### src/rtl/kvt_pkg.sv
// ----------------------------------------------------------------------------
// kvt_pkg
// Shared types and constants for the key/value table: opcodes, result status
// codes, string widths and the command/status bundles between the controller
// and the datapath.
// ----------------------------------------------------------------------------
`default_nettype none

package kvt_pkg;

  // default number of table entries
  localparam int KVT_CAPACITY = 64;

  // string geometry: 19 bytes split into lo, mid and hi words
  localparam int STR_BYTES = 19;
  localparam int STR_W     = 8 * STR_BYTES;
  localparam int WORD_W    = 64;
  localparam int HI_W      = 24;

  // result field widths
  localparam int POS_W    = 6;
  localparam int COUNT_W  = 7;
  localparam int STATUS_W = 2;

  // stream payload widths
  localparam int IN_DATA_W  = 2 * STR_W;
  localparam int OUT_DATA_W = 168;
  localparam int OUT_USER_W = STATUS_W + 1;

  typedef enum logic [1:0] {
    OP_SET    = 2'd0,
    OP_REMOVE = 2'd1,
    OP_LOOKUP = 2'd2,
    OP_NONE   = 2'd3
  } op_t;

  typedef enum logic [STATUS_W-1:0] {
    ST_DONE      = 2'd0,
    ST_FULL      = 2'd1,
    ST_NOT_FOUND = 2'd2
  } status_t;

  // source of a table write
  typedef enum logic [1:0] {
    WR_UPDATE = 2'd0,
    WR_APPEND = 2'd1,
    WR_SHIFT  = 2'd2
  } wr_sel_t;

  typedef enum logic [2:0] {
    S_IDLE,
    S_DECODE,
    S_SRD,
    S_SCMP,
    S_APPEND,
    S_SHRD,
    S_SHWR,
    S_FINISH
  } state_t;

  // controller to datapath
  typedef struct packed {
    logic    accept;
    logic    idx_inc;
    logic    rd_next;
    logic    ram_we;
    wr_sel_t wr_sel;
    logic    capture;
    logic    pos_append;
    logic    cnt_inc;
    logic    cnt_dec;
    logic    load_result;
    status_t res_status;
    logic    res_found;
  } kvt_cmd_t;

  // datapath to controller
  typedef struct packed {
    op_t  op;
    logic match;
    logic idx_last;
    logic count_zero;
    logic full;
  } kvt_sts_t;

endpackage

`default_nettype wire

### src/rtl/kvt_ctrl.sv
// ----------------------------------------------------------------------------
// kvt_ctrl
// Controller of the key/value table: sequences the scan, update, append and
// compaction steps and owns both stream handshakes.
// ----------------------------------------------------------------------------
`default_nettype none

module kvt_ctrl
  import kvt_pkg::*;
(
  input  wire logic     clk,
  input  wire logic     rst,
  input  wire logic     in_valid,
  output logic          in_ready,
  output logic          out_valid,
  input  wire logic     out_ready,
  output kvt_cmd_t      cmd,
  input  wire kvt_sts_t sts
);

  state_t  state, state_next;
  logic    out_valid_next;
  status_t res_status, res_status_next;
  logic    res_found, res_found_next;

  // state and result flag registers
  always_ff @(posedge clk) begin
    if (rst) begin
      state      <= S_IDLE;
      out_valid  <= 1'b0;
      res_status <= ST_DONE;
      res_found  <= 1'b0;
    end else begin
      state      <= state_next;
      out_valid  <= out_valid_next;
      res_status <= res_status_next;
      res_found  <= res_found_next;
    end
  end

  // next state and commands
  always_comb begin
    state_next      = state;
    res_status_next = res_status;
    res_found_next  = res_found;
    in_ready        = 1'b0;
    cmd             = '0;
    cmd.wr_sel      = WR_UPDATE;
    cmd.res_status  = res_status;
    cmd.res_found   = res_found;

    unique case (state)
      S_IDLE: begin
        in_ready = 1'b1;
        if (in_valid) begin
          cmd.accept      = 1'b1;
          res_status_next = ST_DONE;
          res_found_next  = 1'b0;
          state_next      = S_DECODE;
        end
      end
      S_DECODE: begin
        unique case (sts.op) inside
          OP_SET: begin
            if (sts.full) begin
              res_status_next = ST_FULL;
              state_next      = S_FINISH;
            end else if (sts.count_zero) begin
              state_next = S_APPEND;
            end else begin
              state_next = S_SRD;
            end
          end
          OP_REMOVE, OP_LOOKUP: begin
            if (sts.count_zero) begin
              res_status_next = ST_NOT_FOUND;
              state_next      = S_FINISH;
            end else begin
              state_next = S_SRD;
            end
          end
          default: begin
            state_next = S_FINISH;
          end
        endcase
      end
      S_SRD: begin
        state_next = S_SCMP;
      end
      S_SCMP: begin
        if (sts.match) begin
          res_found_next = 1'b1;
          cmd.capture    = 1'b1;
          unique case (sts.op) inside
            OP_SET: begin
              cmd.ram_we = 1'b1;
              cmd.wr_sel = WR_UPDATE;
              state_next = S_FINISH;
            end
            OP_REMOVE: begin
              state_next = S_SHRD;
            end
            default: begin
              state_next = S_FINISH;
            end
          endcase
        end else if (sts.idx_last) begin
          if (sts.op == OP_SET) begin
            state_next = S_APPEND;
          end else begin
            res_status_next = ST_NOT_FOUND;
            state_next      = S_FINISH;
          end
        end else begin
          cmd.idx_inc = 1'b1;
          state_next  = S_SRD;
        end
      end
      S_APPEND: begin
        cmd.ram_we     = 1'b1;
        cmd.wr_sel     = WR_APPEND;
        cmd.pos_append = 1'b1;
        cmd.cnt_inc    = 1'b1;
        state_next     = S_FINISH;
      end
      S_SHRD: begin
        if (sts.idx_last) begin
          cmd.cnt_dec = 1'b1;
          state_next  = S_FINISH;
        end else begin
          cmd.rd_next = 1'b1;
          state_next  = S_SHWR;
        end
      end
      S_SHWR: begin
        cmd.ram_we  = 1'b1;
        cmd.wr_sel  = WR_SHIFT;
        cmd.idx_inc = 1'b1;
        state_next  = S_SHRD;
      end
      S_FINISH: begin
        if (!out_valid || out_ready) begin
          cmd.load_result = 1'b1;
          state_next      = S_IDLE;
        end
      end
      default: begin
        state_next = S_IDLE;
      end
    endcase
  end

  // output valid flag
  always_comb begin
    if (cmd.load_result) begin
      out_valid_next = 1'b1;
    end else if (out_ready) begin
      out_valid_next = 1'b0;
    end else begin
      out_valid_next = out_valid;
    end
  end

endmodule

`default_nettype wire

### config.mk
export PLATFORM = sky130hd
export DESIGN_NAME = kvt_ctrl
export DESIGN_NICKNAME = d
export VERILOG_FILES = /design/src/rtl/kvt_pkg.sv /design/src/rtl/kvt_ctrl.sv
export SDC_FILE = /design/constraint.sdc
export NUM_CORES = 1
export LEC_CHECK = 0
export BUFFER_PORTS_ARGS = -buffer_cell sky130_fd_sc_hd__buf_2
export CORE_MARGIN = 10
export CORE_UTILIZATION = 47
export CTS_BUF_LIST = sky130_fd_sc_hd__clkbuf_16
export DETAILED_ROUTE_END_ITERATION = 12
export PLACE_DENSITY = 0.88
export RECOVER_POWER = 100
export SYNTH_ARGS = -nofsm -noshare
export SYNTH_HDL_FRONTEND = slang
export SYNTH_SLANG_ARGS = --single-unit
### constraint.sdc
create_clock -name clk -period 1.7 [get_ports clk]
set_clock_uncertainty 0.2 [all_clocks]
set_input_delay 0.17 -clock clk [delete_from_list [all_inputs] [get_ports clk]]
set_output_delay 0.17 -clock clk [all_outputs]
set_load 0.1 [all_outputs]
==> metrics.md <==
| Metric | Value |
|---|---|
| Largest buffer count on any clock path | `2` |
| Most numerous cell in the Yosys netlist | `nor2_1` |
| Family with the most delay on the worst path | `compound AO/OA/AOI/OAI gates` |
| Internal reg-to-reg setup slack | `-0.05 ns` |
| Commonest register cell after synthesis | `dfxtp_1` |
| Worst IR Drop VDD | `1.43 mV` |
| Detailed Route WL | `2590 um` |
| End-of-flow core utilization | `90.3%` |
| Top post-synthesis cells by area | `dfxtp_1 (20%), ha_1 (7.2%), nor2_1 (7.1%), nand2_1 (4.3%), a2111oi_4 (4.0%)` |
| Cell with the largest stage delay on the worst path | `dfxtp_4` |
| Area inside the core boundary | `1350 um2` |
| Horizontal extent of the die | `58.3 um` |
| Largest driver fanout on the critical path | `9` |
| Arrival time worst endpoint | `1.65 ns` |
| Vias in the first global route | `786` |
| Async set-reset flop share out of synthesis | `0%` |
| Total Die Area | `3400 um2` |
| Count of buffers from port buffering | `25` |
| Type of the tightest min-delay check | `primary input to register` |
| Largest incremental delay on the critical path | `0.40 ns` |
| Clock tree from TritonCTS | `done` |
| Leakage power figure | `0.544 nW` |
| Data required, critical path | `1.59 ns` |
| Initial antenna violation count | `0` |
| Synth top cells by count | `nor2_1 (13), nand2_1 (8), dfxtp_1 (7)` |
| Synthesized net count | `101` |
| Site Rows | `13` |
| Number of synthesized flops with an enable pin | `0` |
| Final Hold Vio Count | `0` |
| Library cells used by synthesis | `38` |
| TritonCTS buffer count | `3` |
| Number of max-slew violations in the final report | `0` |
| Critical path launch point type | `register` |
| Yosys top cell by area | `dfxtp_1` |
| Total number of vias | `803` |
| CP bufs+invs | `1` |
| Sum of negative setup slack | `-0.0524 ns` |
| Setup ws final | `-0.0524 ns` |
| Nature of the critical path endpoint | `register` |
| Placed wire-length estimate after detailed placement | `1690 um` |
| Maximum clock frequency | `571 MHz` |
| IO Count | `26` |
| Global route total overflow | `0` |
| # nets final | `135` |
| Critical path type | `register to register` |
| P&R area growth vs syn | `76.4%` |
| Global router's overall resource usage | `13.9%` |
| Clock sink count | `7` |
| Remaining antenna violation count | `0` |
| Antenna cell count | `0` |
| Clock period minus worst slack | `1.75 ns` |
| Final-report setup violation count | `1` |
| Iteration-0 DRC Markers | `43` |
| Period Utilization, post-route | `103%` |
| Clock root buffer | `clkbuf_16` |
| Reg clk slew, reported paths | `0.04 ns` |
| Worst setup startpoint | `state[1]$_SDFFE_PP0P_` |
| Count of mapped cells out of synthesis | `87` |
| Worst-skew pair later-pin latency | `0.23 ns` |
| Status | `finished, violations left` |
| Height of the die | `58.3 um` |
| Sequential cell area fraction in the yosys report | `20.3%` |
| Average footprint of a synthesized cell | `7.94 um2` |
| WL per Instance | `19.2 um` |
| # DRC | `0` |
| Cell area power density | `1340 nW/um2` |
| Yosys warning count | `0` |
| GPL Wtd Cong | `0.893` |
| Cell area after technology mapping | `691 um2` |
| Non-Filler Cell Area, Final | `1220 um2` |
| Effective utilization at floorplan | `51.2%` |
| 1st-pass router iterations | `4` |
| Average via count per standard cell | `5.95` |
| Place WS | `0.0170 ns` |
| Max-cap viol count | `0` |
| Proportion of netlist area held by the largest area contributor | `20.3%` |
| Origin of the critical flop-to-flop path | `state[1]$_SDFFE_PP0P_` |
| Hold slack final | `0.0856 ns` |
| Filler cells | `51` |
| Max-Slew Margin vs Limit | `67.5%` |
| Share of layout cells above drive strength 1 | `53.3%` |
| H-tree level count | `1` |
| Placed cell areas | `1080 um2` |
| Startpoint of the worst hold path | `in_valid` |
| Violations in the final reports | `setup timing` |
| Tightest Pin Transition | `0.490 ns` |
| Global-route wire length before repair | `3750 um` |
| Setup repair after global routing missed its margin | `true` |
| Count of state elements after synthesis | `7` |
| Crit-path cells | `buf_4 -> a211oi_1 -> nand2_1 -> a22oi_1 -> a221oi_1` |
| Largest net degree at the start of global routing | `14` |
[cells in the final DEF (no fill, tap or decap), types with 2 or more instances in the layout]
| master | count |
|---|---|
| nor3_1 | 2 |
| clkbuf_2 | 2 |
| a21oi_1 | 3 |
| dfxtp_4 | 3 |
| a211o_1 | 2 |
| nand2b_2 | 2 |
| nor2b_1 | 2 |
| o21ai_0 | 3 |
| buf_4 | 8 |
| ha_1 | 4 |
| mux2i_1 | 2 |
| inv_1 | 5 |
| nand2b_1 | 3 |
| nor3_4 | 3 |
| dfxtp_1 | 3 |
| or2b_2 | 2 |
| clkbuf_16 | 3 |
| buf_12 | 12 |
| buf_2 | 13 |
| nor2_4 | 4 |
| nand2_1 | 6 |
| nor2_1 | 9 |
[registers in the layout (all words and copies together), names as in the netlist]
| name | cells |
|---|---|
| res_found | 1 |
| state | 3 |
| out_valid | 1 |
| res_status | 2 |
[report_power, final]
group	switching (W)	internal, W
clock	0.0000929	0.000306
combinational	0.000617	0.000352
sequential	0.0000638	0.000198
[cell type report]
type | count | area [um2] | share of cell area [%]
multi-input cells | 67 | 556 | 45.6
repair buffers | 36 | 385 | 31.6
flip-flops and latches | 7 | 153 | 12.5
clock buffers | 3 | 75.1 | 6.16
inverters | 6 | 27.5 | 2.26
well taps | 15 | 18.8 | 1.54
clock inverters | 1 | 3.75 | 0.308
[routing by layer]
metal  vias up  routed length [um]  GRT usage (%)
met3        14                 201           4.08
met5         -                   0              0
met4         0                 136           11.7
li1        369                   -              -
met2        57                1230           23.8
met1       363                1030           13.4
[kinds of logic (layout without fill, tap and decap cells)]
| family | after synthesis | after routing | share of synthesized area [%] |
|---|---|---|---|
| and+or+nand+nor | 40 | 40 | 30.8 |
| DFF | 7 | 7 | 20.3 |
| buffers and inverters | 13 | 46 | 12.9 |
| muxes | 3 | 3 | 4.53 |
| AOI/OAI and AO/OA | 20 | 20 | 24.3 |
| adders and majority gates | 4 | 4 | 7.25 |
[worst register-to-register path: cells and delay by family (launching register included)]
family	cells	cell delay, ns
AO/OA/AOI/OAI	3	0.69
flip-flops	1	0.40
buffers and inverters	1	0.20
AND/OR/NAND/NOR	1	0.12
[timing repair]
action / in CTS / in global routing
endpoints found under the setup margin: 7 / 7
hold buffers: 1 / 0
gates resized for setup: 3 / 3
pin swaps: 0 / 1
buffers inserted: 0 / 6
hold endpoints to repair: 3 / 0
[metrics by stage]
step / power (W) / std cells
floorplan: 0.000927 / 87
global placement: 0.00112 / 124
detailed placement: 0.00115 / 124
CTS: 0.00156 / 129
global route: 0.00168 / 135
finish: 0.00163 / 135
[path summary, 6_finish.rpt]
check / cells after the start / endpoint
setup / recovery: 5 / state[0]$_SDFFE_PP0P_
hold / removal: 3 / state[0]$_SDFFE_PP0P_
setup reg to reg: 5 / state[0]$_SDFFE_PP0P_
hold reg to reg: 2 / res_found$_SDFFE_PP0P_
(Power assumes the default switching activity.)
